### src/hw/rtl/pps_pkg.sv
// Package with types and constants shared by the poll scheduler files.
package pps_pkg;

  localparam int unsigned NUM_GROUPS  = 5;
  localparam int unsigned BLOCK_COUNT = 14;
  localparam int unsigned CFG_AW      = 5;

  typedef enum logic [1:0] {
    FUNC_POLL = 2'd0,
    FUNC_RESP = 2'd1,
    FUNC_SYNC = 2'd2
  } func_e;

  typedef enum logic [2:0] {
    REG_LIVE     = 3'd0,
    REG_STATS    = 3'd1,
    REG_SETTINGS = 3'd2,
    REG_BATTERY  = 3'd3,
    REG_INFO     = 3'd4,
    REG_TIMEOUT  = 3'd5
  } reg_idx_e;

  // Group order: device info, live, stats, settings, battery.
  localparam int unsigned GRP_INFO     = 0;
  localparam int unsigned GRP_LIVE     = 1;
  localparam int unsigned GRP_STATS    = 2;
  localparam int unsigned GRP_SETTINGS = 3;
  localparam int unsigned GRP_BATTERY  = 4;

  localparam logic [BLOCK_COUNT-1:0] GROUP_MASK [NUM_GROUPS] = '{
    14'h0001, 14'h000C, 14'h00F0, 14'h0700, 14'h3800
  };
  localparam logic [BLOCK_COUNT-1:0] TIME_BLOCK_MASK = 14'h0002;

  localparam logic [31:0] RST_LIVE     = 32'd10000;
  localparam logic [31:0] RST_STATS    = 32'd60000;
  localparam logic [31:0] RST_SETTINGS = 32'd300000;
  localparam logic [31:0] RST_BATTERY  = 32'd60000;
  localparam logic [31:0] RST_INFO     = 32'd3600000;
  localparam logic [31:0] RST_TIMEOUT  = 32'd5000;

  typedef struct packed {
    logic [NUM_GROUPS-1:0][31:0] interval;
    logic [31:0]                 timeout;
  } cfg_t;

  typedef struct packed {
    logic [1:0]  func;
    logic [31:0] now_ms;
  } in_item_t;

  typedef struct packed {
    logic                   issued;
    logic [3:0]             issued_blk;
    logic                   busy_res;
    logic [BLOCK_COUNT-1:0] pending_mask;
  } out_item_t;

endpackage

### src/hw/rtl/pps_in_if.sv
// Input item channel of the poll scheduler.
interface pps_in_if;
  logic        valid;
  logic        ready;
  logic [1:0]  func;
  logic [31:0] now_ms;

  modport source (output valid, output func, output now_ms, input ready);
  modport sink (input valid, input func, input now_ms, output ready);
endinterface

### src/hw/rtl/pps_out_if.sv
// Result item channel of the poll scheduler.
interface pps_out_if;
  logic        valid;
  logic        ready;
  logic        issued;
  logic [3:0]  issued_blk;
  logic        busy_res;
  logic [13:0] pending_mask;

  modport source (output valid, output issued, output issued_blk, output busy_res,
                  output pending_mask, input ready);
  modport sink (input valid, input issued, input issued_blk, input busy_res,
                input pending_mask, output ready);
endinterface

### src/hw/rtl/pps_sched_core.sv
// Scheduler state and the single-pass due check, timeout check and priority issue.
module pps_sched_core import pps_pkg::*; #(
  parameter int unsigned TIME_WIDTH = 32
) (
  input  logic      clk_i,
  input  logic      rst_ni,
  input  logic      step_i,
  input  in_item_t  item_i,
  input  cfg_t      cfg_i,
  output out_item_t result_o
);

  logic [NUM_GROUPS-1:0][TIME_WIDTH-1:0] due_q, due_d;
  logic [BLOCK_COUNT-1:0]                pend_q, pend_d;
  logic                                  busy_q, busy_d;
  logic [TIME_WIDTH-1:0]                 start_q, start_d;

  logic [63:0]           now_ext;
  logic [TIME_WIDTH-1:0] now_t;
  logic [TIME_WIDTH-1:0] age;
  logic                  blocked;
  logic [3:0]            first_idx;

  function automatic logic [3:0] first_set(input logic [BLOCK_COUNT-1:0] mask);
    logic [3:0] idx;
    idx = '0;
    for (int i = BLOCK_COUNT - 1; i >= 0; i--) begin
      if (mask[i]) begin
        idx = 4'(i);
      end
    end
    return idx;
  endfunction

  assign now_ext = {32'b0, item_i.now_ms};
  assign now_t   = now_ext[TIME_WIDTH-1:0];
  assign age     = now_t - start_q;
  assign blocked = busy_q && (64'(age) < {32'b0, cfg_i.timeout});

  always_comb begin
    logic [63:0] ival_ext;
    ival_ext  = '0;
    due_d     = due_q;
    pend_d    = pend_q;
    busy_d    = busy_q;
    start_d   = start_q;
    first_idx = '0;
    result_o  = '0;
    case (item_i.func)
      FUNC_POLL: begin
        for (int g = 0; g < NUM_GROUPS; g++) begin
          ival_ext = {32'b0, cfg_i.interval[g]};
          if (now_t >= due_q[g]) begin
            pend_d   = pend_d | GROUP_MASK[g];
            due_d[g] = now_t + ival_ext[TIME_WIDTH-1:0];
          end
        end
        first_idx = first_set(pend_d);
        if ((pend_d != '0) && !blocked) begin
          pend_d[first_idx]   = 1'b0;
          busy_d              = 1'b1;
          start_d             = now_t;
          result_o.issued     = 1'b1;
          result_o.issued_blk = first_idx;
        end
      end
      FUNC_RESP: begin
        busy_d = 1'b0;
      end
      FUNC_SYNC: begin
        pend_d = pend_d | TIME_BLOCK_MASK;
      end
      default: begin
      end
    endcase
    result_o.busy_res     = busy_d;
    result_o.pending_mask = pend_d;
  end

  always_ff @(posedge clk_i or negedge rst_ni) begin
    if (!rst_ni) begin
      due_q   <= '0;
      pend_q  <= '0;
      busy_q  <= 1'b0;
      start_q <= '0;
    end else if (step_i) begin
      due_q   <= due_d;
      pend_q  <= pend_d;
      busy_q  <= busy_d;
      start_q <= start_d;
    end
  end

endmodule

### src/hw/rtl/periodic_poll_priority_scheduler_unit.sv
// Top level of the periodic poll scheduler: register port, item registers and result register.
// An accepted item is held in the item register and its result is loaded into the result register,
// which waits until the output has taken the previous result. Throughput: one item per cycle
// while the output takes results; the due compares, the timeout compare and the priority
// encoder sit in one combinational pass between the input and result registers.
// Reset clears all due times, pending bits, the busy flag and both item stages,
// and loads the interval and timeout registers with their default values.
module periodic_poll_priority_scheduler_unit import pps_pkg::*; #(
  parameter int unsigned TIME_WIDTH = 32
) (
  input  logic              clk_i,
  input  logic              rst_ni,
  input  logic              psel,
  input  logic              penable,
  input  logic              pwrite,
  input  logic [CFG_AW-1:0] paddr,
  input  logic [31:0]       pwdata,
  output logic [31:0]       prdata,
  output logic              pready,
  pps_in_if.sink            in_i,
  pps_out_if.source         out_o
);

  cfg_t      cfg_q;
  logic      in_valid_q;
  in_item_t  in_q;
  logic      out_valid_q;
  out_item_t out_q;
  out_item_t result;
  logic      step;
  logic      cfg_wr;
  logic [2:0] reg_idx;

  assign pready  = 1'b1;
  assign cfg_wr  = psel && penable && pwrite;
  assign reg_idx = paddr[CFG_AW-1:2];

  always_ff @(posedge clk_i or negedge rst_ni) begin
    if (!rst_ni) begin
      cfg_q.interval[GRP_INFO]     <= RST_INFO;
      cfg_q.interval[GRP_LIVE]     <= RST_LIVE;
      cfg_q.interval[GRP_STATS]    <= RST_STATS;
      cfg_q.interval[GRP_SETTINGS] <= RST_SETTINGS;
      cfg_q.interval[GRP_BATTERY]  <= RST_BATTERY;
      cfg_q.timeout                <= RST_TIMEOUT;
    end else if (cfg_wr) begin
      case (reg_idx)
        REG_LIVE:     cfg_q.interval[GRP_LIVE]     <= pwdata;
        REG_STATS:    cfg_q.interval[GRP_STATS]    <= pwdata;
        REG_SETTINGS: cfg_q.interval[GRP_SETTINGS] <= pwdata;
        REG_BATTERY:  cfg_q.interval[GRP_BATTERY]  <= pwdata;
        REG_INFO:     cfg_q.interval[GRP_INFO]     <= pwdata;
        REG_TIMEOUT:  cfg_q.timeout                <= pwdata;
        default: begin
        end
      endcase
    end
  end

  always_comb begin
    case (reg_idx)
      REG_LIVE:     prdata = cfg_q.interval[GRP_LIVE];
      REG_STATS:    prdata = cfg_q.interval[GRP_STATS];
      REG_SETTINGS: prdata = cfg_q.interval[GRP_SETTINGS];
      REG_BATTERY:  prdata = cfg_q.interval[GRP_BATTERY];
      REG_INFO:     prdata = cfg_q.interval[GRP_INFO];
      REG_TIMEOUT:  prdata = cfg_q.timeout;
      default:      prdata = '0;
    endcase
  end

  // The registered item moves into the result register when it is free or its result is taken.
  assign step       = in_valid_q && (!out_valid_q || out_o.ready);
  assign in_i.ready = !in_valid_q || step;

  always_ff @(posedge clk_i or negedge rst_ni) begin
    if (!rst_ni) begin
      in_valid_q <= 1'b0;
    end else if (in_i.ready) begin
      in_valid_q <= in_i.valid;
    end
  end

  always_ff @(posedge clk_i) begin
    if (in_i.valid && in_i.ready) begin
      in_q.func   <= in_i.func;
      in_q.now_ms <= in_i.now_ms;
    end
  end

  pps_sched_core #(
    .TIME_WIDTH(TIME_WIDTH)
  ) u_core (
    .clk_i   (clk_i),
    .rst_ni  (rst_ni),
    .step_i  (step),
    .item_i  (in_q),
    .cfg_i   (cfg_q),
    .result_o(result)
  );

  always_ff @(posedge clk_i or negedge rst_ni) begin
    if (!rst_ni) begin
      out_valid_q <= 1'b0;
    end else if (!out_valid_q || out_o.ready) begin
      out_valid_q <= in_valid_q;
    end
  end

  always_ff @(posedge clk_i) begin
    if (step) begin
      out_q <= result;
    end
  end

  assign out_o.valid        = out_valid_q;
  assign out_o.issued       = out_q.issued;
  assign out_o.issued_blk   = out_q.issued_blk;
  assign out_o.busy_res     = out_q.busy_res;
  assign out_o.pending_mask = out_q.pending_mask;

  a_issue_sets_busy: assert property (@(posedge clk_i) disable iff (!rst_ni)
    out_valid_q && out_q.issued |-> out_q.busy_res)
    else $error("issued result without busy flag");

  a_issue_clears_pending: assert property (@(posedge clk_i) disable iff (!rst_ni)
    out_valid_q && out_q.issued |->
      (out_q.issued_blk < 4'(BLOCK_COUNT)) && !out_q.pending_mask[out_q.issued_blk])
    else $error("issued block still pending or out of range");

  a_input_held: assert property (@(posedge clk_i) disable iff (!rst_ni)
    in_valid_q && !step |=> in_valid_q && $stable(in_q))
    else $error("input stage lost an item");

endmodule
### src/flat_wrapper.sv
// flat-port wrapper written by rule: the top's interface ports become plain ports
module periodic_poll_priority_scheduler_unit_flat import pps_pkg::*;
#(
  parameter int unsigned TIME_WIDTH = 32
)
  (clk_i, rst_ni, psel, penable, pwrite, paddr, pwdata, prdata, pready, in_i_valid, in_i_func, in_i_now_ms, in_i_ready, out_o_valid, out_o_issued, out_o_issued_blk, out_o_busy_res, out_o_pending_mask, out_o_ready);
  pps_in_if in_i_i ();
  pps_out_if out_o_i ();
  input  logic clk_i;
  input  logic rst_ni;
  input  logic psel;
  input  logic penable;
  input  logic pwrite;
  input  logic [CFG_AW-1:0] paddr;
  input  logic [31:0] pwdata;
  output logic [31:0] prdata;
  output logic pready;
  input wire logic [$bits(in_i_i.valid)-1:0] in_i_valid;
  input wire logic [$bits(in_i_i.func)-1:0] in_i_func;
  input wire logic [$bits(in_i_i.now_ms)-1:0] in_i_now_ms;
  output wire logic [$bits(in_i_i.ready)-1:0] in_i_ready;
  output wire logic [$bits(out_o_i.valid)-1:0] out_o_valid;
  output wire logic [$bits(out_o_i.issued)-1:0] out_o_issued;
  output wire logic [$bits(out_o_i.issued_blk)-1:0] out_o_issued_blk;
  output wire logic [$bits(out_o_i.busy_res)-1:0] out_o_busy_res;
  output wire logic [$bits(out_o_i.pending_mask)-1:0] out_o_pending_mask;
  input wire logic [$bits(out_o_i.ready)-1:0] out_o_ready;
  assign in_i_i.valid = in_i_valid;
  assign in_i_i.func = in_i_func;
  assign in_i_i.now_ms = in_i_now_ms;
  assign in_i_ready = in_i_i.ready;
  assign out_o_valid = out_o_i.valid;
  assign out_o_issued = out_o_i.issued;
  assign out_o_issued_blk = out_o_i.issued_blk;
  assign out_o_busy_res = out_o_i.busy_res;
  assign out_o_pending_mask = out_o_i.pending_mask;
  assign out_o_i.ready = out_o_ready;
  periodic_poll_priority_scheduler_unit #(.TIME_WIDTH(TIME_WIDTH)) u_core (.clk_i(clk_i), .rst_ni(rst_ni), .psel(psel), .penable(penable), .pwrite(pwrite), .paddr(paddr), .pwdata(pwdata), .prdata(prdata), .pready(pready), .in_i(in_i_i), .out_o(out_o_i));
endmodule
### config.mk
export PLATFORM = sky130hd
export DESIGN_NAME = periodic_poll_priority_scheduler_unit_flat
export DESIGN_NICKNAME = d
export VERILOG_FILES = /design/src/hw/rtl/pps_pkg.sv /design/src/hw/rtl/pps_in_if.sv /design/src/hw/rtl/pps_out_if.sv /design/src/hw/rtl/pps_sched_core.sv /design/src/hw/rtl/periodic_poll_priority_scheduler_unit.sv /design/src/flat_wrapper.sv
export SDC_FILE = /design/constraint.sdc
export NUM_CORES = 1
export LEC_CHECK = 0
export CAP_MARGIN = 20
export CORE_MARGIN = 3
export CORE_UTILIZATION = 55
export DETAILED_ROUTE_END_ITERATION = 7
export DONT_BUFFER_PORTS = 1
export PLACE_DENSITY = 0.7
export RECOVER_POWER = 50
export SYNTH_ARGS = -nofsm -noshare
export SYNTH_HDL_FRONTEND = slang
export SYNTH_SLANG_ARGS = --single-unit
### constraint.sdc
create_clock -name clk_i -period 10.6 [get_ports clk_i]
set_input_delay 0.53 -clock clk_i [delete_from_list [all_inputs] [get_ports clk_i]]
set_output_delay 0.53 -clock clk_i [all_outputs]
set_load 0.02 [all_outputs]
# Word-level counts from Yosys, hierarchy flattened
# Cells that the tools add are included.
[word_totals] regBits=455 latch_bits=0 ramBits=0 rom_bits=0 inputBits=78 output_inout_bits=55 n_memories=0
[classes] addsub=6 multipliers=0 div_mod_pow=0 order_cmp=8 n_eq_ne=7 shifts=0 mux=29 bitwise_logic=2 n_reduce_logical=28
[ops] op="case mux 32 bit (6 select lines)" count=1
[ops] op="adder 32 bit" count=5
[ops] op="greater-or-equal comparator 32 bit" count=5
[ops] op="2-to-1 mux 4 bit" count=16
[ops] op="2-to-1 mux 14 bit" count=3
[ops] op="less-than comparator 32 bit" count=1
[ops] op="subtractor 32 bit" count=1
[ops] op="case mux 14 bit (2 select lines)" count=1
[ops] op="AND reduction 3 bit" count=6
[ops] op="AND 14 bit" count=1
[ops] op="NOT 14 bit" count=1
[ops] op="AND reduction 2 bit" count=7
[ops] op="nonzero test 14 bit" count=1
[ops] op="2-to-1 mux 11 bit" count=1
[ops] op="2-to-1 mux 8 bit" count=1
[ops] op="logical AND 1 bit" count=7
[ops] op="== test 3 x 2 -> 1 bit (second input constant)" count=2
[ops] op="== test 3 bit (second input constant)" count=2
[ops] op="less-than comparator 4 x 5 -> 1 bit (second input constant)" count=1
[ops] op="2-to-1 mux 5 bit" count=1
[ops] op="demux 1 bit (select 4 bit)" count=1
[ops] op="greater-or-equal comparator 4 x 1 -> 1 bit (second input constant)" count=1
[ops] op="== test 3 x 1 -> 1 bit (second input constant)" count=1
[ops] op="zero test 1 bit" count=3
[ops] op="7 further kinds" count=10

# Logic depth before layout (Yosys ltp)
[logic_depth] ltp_word=30 mapped_depth=25 depth_no_buf=24

# Modules after synthesis
# Synthesis repeated with hierarchy kept, for this count alone.
[hier_totals] cells_unflattened=3323 hier_area_um2=32402.3
[by_module_without_submodules] mod="pps_sched_core" instances=1 cells_per_inst=2625 area_per_inst_um2=21755.9 seq_area_each_um2=5180.0
[by_module_without_submodules] mod="periodic_poll_priority_scheduler_unit" instances=1 cells_per_inst=698 area_per_inst_um2=10646.5 seq_area_each_um2=6530.0

# Worst setup path after synthesis
# No wires, ideal clock.
[synth_path] kind="register to register" startpoint="register u_core.in_q[0] (netlist bit)" endpoint="register u_core.u_core.start_q[10]" setup_ns=0.125 arrival_time_ns=4.808 slack_ns=5.667 path_stages_with_launch=24 period_less_slack_ns=4.933 path_cell_list="edfxtp_1 -> inv_1 -> ha_1 -> inv_1 -> fa_1 -> a211oi_1 -> nor2_1 -> o2111ai_1 -> o221ai_1 -> a221o_1 -> a31o_2 -> a21oi_1 -> o21bai_1 -> a21oi_1 -> xnor2_1 -> ha_1 -> nand4_1 -> nor2_1 -> nand3_1 -> o21a_1 -> nand2b_1 -> nor2_2 -> buf_6 -> mux2_4"
[synth_via] elab_chain_cells=10 word_cells_on_any_way=18 cone_classes="1 x add/sub; 6 x order compare; 6 x mux; 5 x reduce/logical"
[synth_rtl] item="start: declaration" line_no="periodic_poll_priority_scheduler_unit.sv:26" rtl="in_item_t in_q;"
[synth_rtl] item="parallel branches: the longest is 8 deep, another holds subtractor 32 bit"
[synth_rtl] item="logical AND 1 bit *" line_no="pps_sched_core.sv:59" rtl="if ((pend_d != '0) && !blocked) begin"
[synth_rtl] item="AND reduction 3 bit (no source line) *"
[synth_rtl] item="end signal: assignment" line_no="pps_sched_core.sv:90" rtl="start_q <= start_d;"
[synth_rtl] item="end: declaration" line_no="pps_sched_core.sv:16" rtl="logic [TIME_WIDTH-1:0] start_q, start_d;"
# Mark *: on every way between the ends. The select of a mux whose other input is x is not followed.
# A chain may end at the register's enable or synchronous reset.

# Final worst setup path
[layout_path] startpoint="register u_core.in_q[0] (netlist bit)" endpoint="register u_core.u_core.start_q[31]"
# Same word-level chain as after synthesis.

==> impl_results.md <==
* Core Util, Final at 0.618
* Total power at 8.16 mW
* Cell Count, Final, Fillers Out at 4090
* Crit end category: flip-flop
* DIE WIDTH at 245 um
* Min Tclk post-route at ~6.7 ns
* Endpoints failing setup at 0
* Metal1 wirelength at 41.1 mm
* Max layer used: met4
* Clock root buffer: clkbuf_16
* Cell-internal power at 4.96 mW
* # diodes at 0
* Reg power frac at 0.339
* FFs w/ async S/R, synth at 0.881
* Synthesized flop and latch total at 455
* Maxcap violations at 8
* Vias in the first global route at 24800
* Worst reg-to-reg setup slack at roughly 3.9 ns
* PnR worst setup slack at 3.89 ns
* WL met3 at 6.90 mm
* Pre-Repair DR Iteration Count at 7
* Measured slew at the worst slew-check pin at between 6 and 7 ns
* Critical path arrival at roughly 7 ns
* RSZ-0062 raised after global routing: no
* Final hold violations at 0
* DRC violations left at 0
* Sw Share at 0.392
* Final hold slack at about 0.02 ns
* Skew-Pair Late Insertion Delay at between 0.6 and 0.7 ns
* Cells after DPL at 3947
* Total gr overflow at 0
* Hold Crit Class: input port to flip-flop
* Worst setup path category: flip-flop to flip-flop
* CTS tree: yes
* Max FO, Critical Path at 32
* Final setup skew at 0.0428 ns
* Period utilization at 0.633
* Nets at 3762
* Comb pwr share at 0.441
* DP Area at 0.0323 mm2
* # port buffers at 0
* Layout Area Growth over Synthesis at 10.0%
* Violated checks: max-capacitance violations, max-slew violations
* Status: finished, violations left
* Yosys warning count at 0
* Largest net degree at the start of global routing at 402
* Post-Route WL at approximately 89 mm
* PwrDens at 237 mW/mm2
* Vias at 25100
* Met2 wire len at about 39 mm
* CP required at 11.09 ns
* Critical Path Most Common Cell: a21oi_1
* First-pass GRT wire length at 138 mm
* Max-slew violation count at 368
* Pleak at 16.1 nW
* Max Clk Rate at around 150 MHz
* Initial core utilization at 0.561
* Setup TNS at 0 ns
* Yosys cell types at 86
* FP Rows at 86
* Peak VDD IR at 187 uV
* CTS H-tree depth at 2
* GRT Overall Usage at 0.295
* Clk sinks at 455
* Syn Area/Cell at 9.66 um2
* Worst path slowest cell: edfxtp_1
* Register area share after synthesis at 0.374
* I/O pin cnt at between 100 and 150
* Post-CTS sizing at 0
* Switch Pwr at between 3 and 4 mW
* Finished Cell Area at 0.0344 mm2
* Share of layout cells above drive strength 1 at 0.117
* Chip height at roughly 240 um
* Final ANT Viol Nets at 0
* Post-Syn Area at 0.0313 mm2
* Rel. slew slack at -3.24
* Vias per cell at between 6 and 7
* CP Launch Type: flip-flop
* Place WS at ~4.0 ns
* Initial antenna violation count at 2
* Final Wtd Congestion at 0.958
* DP HPWL at 67.5 mm
* First DRT Iteration DRCs at 1909
* Post-synthesis cell count at 3241
* Die Area at approximately 0.06 mm2
* Max incr delay on CP at 0.59 ns
* Post-synth EDFFs at 54
* Mapped Nets at 3702
* Clock Path Buffers at 3
* Clock slew seen by the registers of the worst setup and hold paths at about 0.060 ns
* Dominant synthesized flop cell: dfrtp_1
* Cell Chain, Critical Path: inv_1, ha_1, inv_1, fa_1, a211oi_1, nor2_1, o2111ai_1, o221ai_1, a221o_1, a31o_2, a21oi_1, o21bai_1, a21oi_1, xnor2_1, ha_1, nand4_1, o2111ai_1, a21oi_1, o21a_1, nand2b_1, nor2_4, buf_4, mux2_2
* Clock power share at 0.220
* Routed length per instance at 21.8 um
* Num CTS Buffers at 52
* Post-CTS Setup Bufs at 0
* Core Region at 0.0557 mm2
-- power groups by stage --
stage | Combinational [mW] | Sequential [mW] | Clock, mW
4_1_cts | 3.60 | 2.75 | 1.82
3_3_place_gp | 3.38 | 2.75 | 0
3_5_place_dp | 3.52 | 2.77 | 0
6_report | 3.60 | 2.76 | 1.79
5_1_grt | 4.09 | 2.82 | 1.89
2_1_floorplan | 2.73 | 2.62 | 0
-- worst max-delay path, delay by kind of cell, from the launching register on --
| kind | cells | cell delay [ns] |
|---|---|---|
| DFF | 1 | 0.59 |
| buffers and inverters | 3 | 1.00 |
| and+or+nand+nor | 4 | 0.65 |
| AOI/OAI and AO/OA | 11 | 2.79 |
| adders and majority gates | 3 | 0.97 |
| xor gates and xnor gates | 1 | 0.09 |
| muxes | 1 | 0.41 |
-- area by class of cell --
class	instances	area (um2)
fillers	4669	21300
multi-input cells	2410	18200
flip-flops and latches	455	11700
clock buffers	81	1520
inverters	288	1080
well taps	748	936
repair buffers	94	825
clock inverters	14	171
-- worst paths after layout --
check | endpoint | start | cells past startpoint
min in group asynchronous | u_core.cfg_q[129] | rst_ni | 2
worst max-delay path | u_core.u_core.start_q[31] | u_core.in_q[0] | 23
worst min register to register | u_core.u_core.due_q[127] | u_core.u_core.due_q[127] | 2
worst max register to register | u_core.u_core.start_q[31] | u_core.in_q[0] | 23
max in group asynchronous | u_core.u_core.due_q[147] | rst_ni | 2
worst min-delay path | u_core.cfg_q[13] | pwdata[13] | 2
-- Yosys cell counts, drive strengths merged, types with 54 or more instances --
cell type	count	area, um2
a22oi	95	713
o21ai	267	1340
ha	377	4720
xnor2	75	657
dfrtp	358	8960
edfxtp	54	1620
mux2	193	2280
a21oi	203	1020
nor2	128	483
inv	287	1080
a21o	140	1050
xor2	82	718
nand2	260	976
clkbuf	80	302
nand3	67	340
-- state kept, by name, summed over array words and instances, names as in the netlist --
register,cells
u_core.u_core.due_q,160
u_core.out_o.pending_mask,14
u_core.out_o.valid,1
u_core.u_core.start_q,32
u_core.in_q,34
u_core.out_o.issued_blk,4
u_core.u_core.busy_q,1
u_core.out_o.issued,1
u_core.in_valid_q,1
u_core.cfg_q,192
u_core.out_o.busy_res,1
u_core.u_core.pend_q,14
-- layer usage --
metal,global-route usage,up-vias
li1,-,11900
met1,0.424,12300
met2,0.456,818
met3,0.0556,129
met4,0.0848,0
met5,0,-
-- kinds of logic (layout without fill, tap and decap cells) --
family                     after synthesis  count (layout)  synth area share
AOI/OAI and AO/OA                      960             960             0.198
muxes                                  196             196            0.0739
buffers and inverters                  376             477            0.0460
other                                    1               1          0.000120
xor gates and xnor gates               157             157            0.0439
DFF                                    455             455             0.374
and+or+nand+nor                        713             713             0.109
adders and majority gates              383             383             0.155
-- cells in the final DEF (no fill, tap or decap), types with 45 or more instances in the layout --
| cell type | count |
|---|---|
| xor2_1 | 82 |
| a22oi_1 | 95 |
| mux2_2 | 164 |
| nor2_1 | 124 |
| a21oi_1 | 203 |
| clkbuf_16 | 53 |
| dlygate4sd3_1 | 45 |
| inv_1 | 287 |
| o21ai_0 | 265 |
| nand4_1 | 50 |
| edfxtp_1 | 54 |
| ha_1 | 377 |
| dfrtp_1 | 358 |
| a21o_1 | 140 |
| xnor2_1 | 75 |
| nand2_1 | 257 |
| nand3_1 | 66 |
-- timing repair --
action                                 in CTS  in global routing
setup endpoints to repair                   0                  0
endpoints found under the hold margin     445                100
hold buffers                               45                  1
Note: power is estimated with default switching activity, not from simulation.
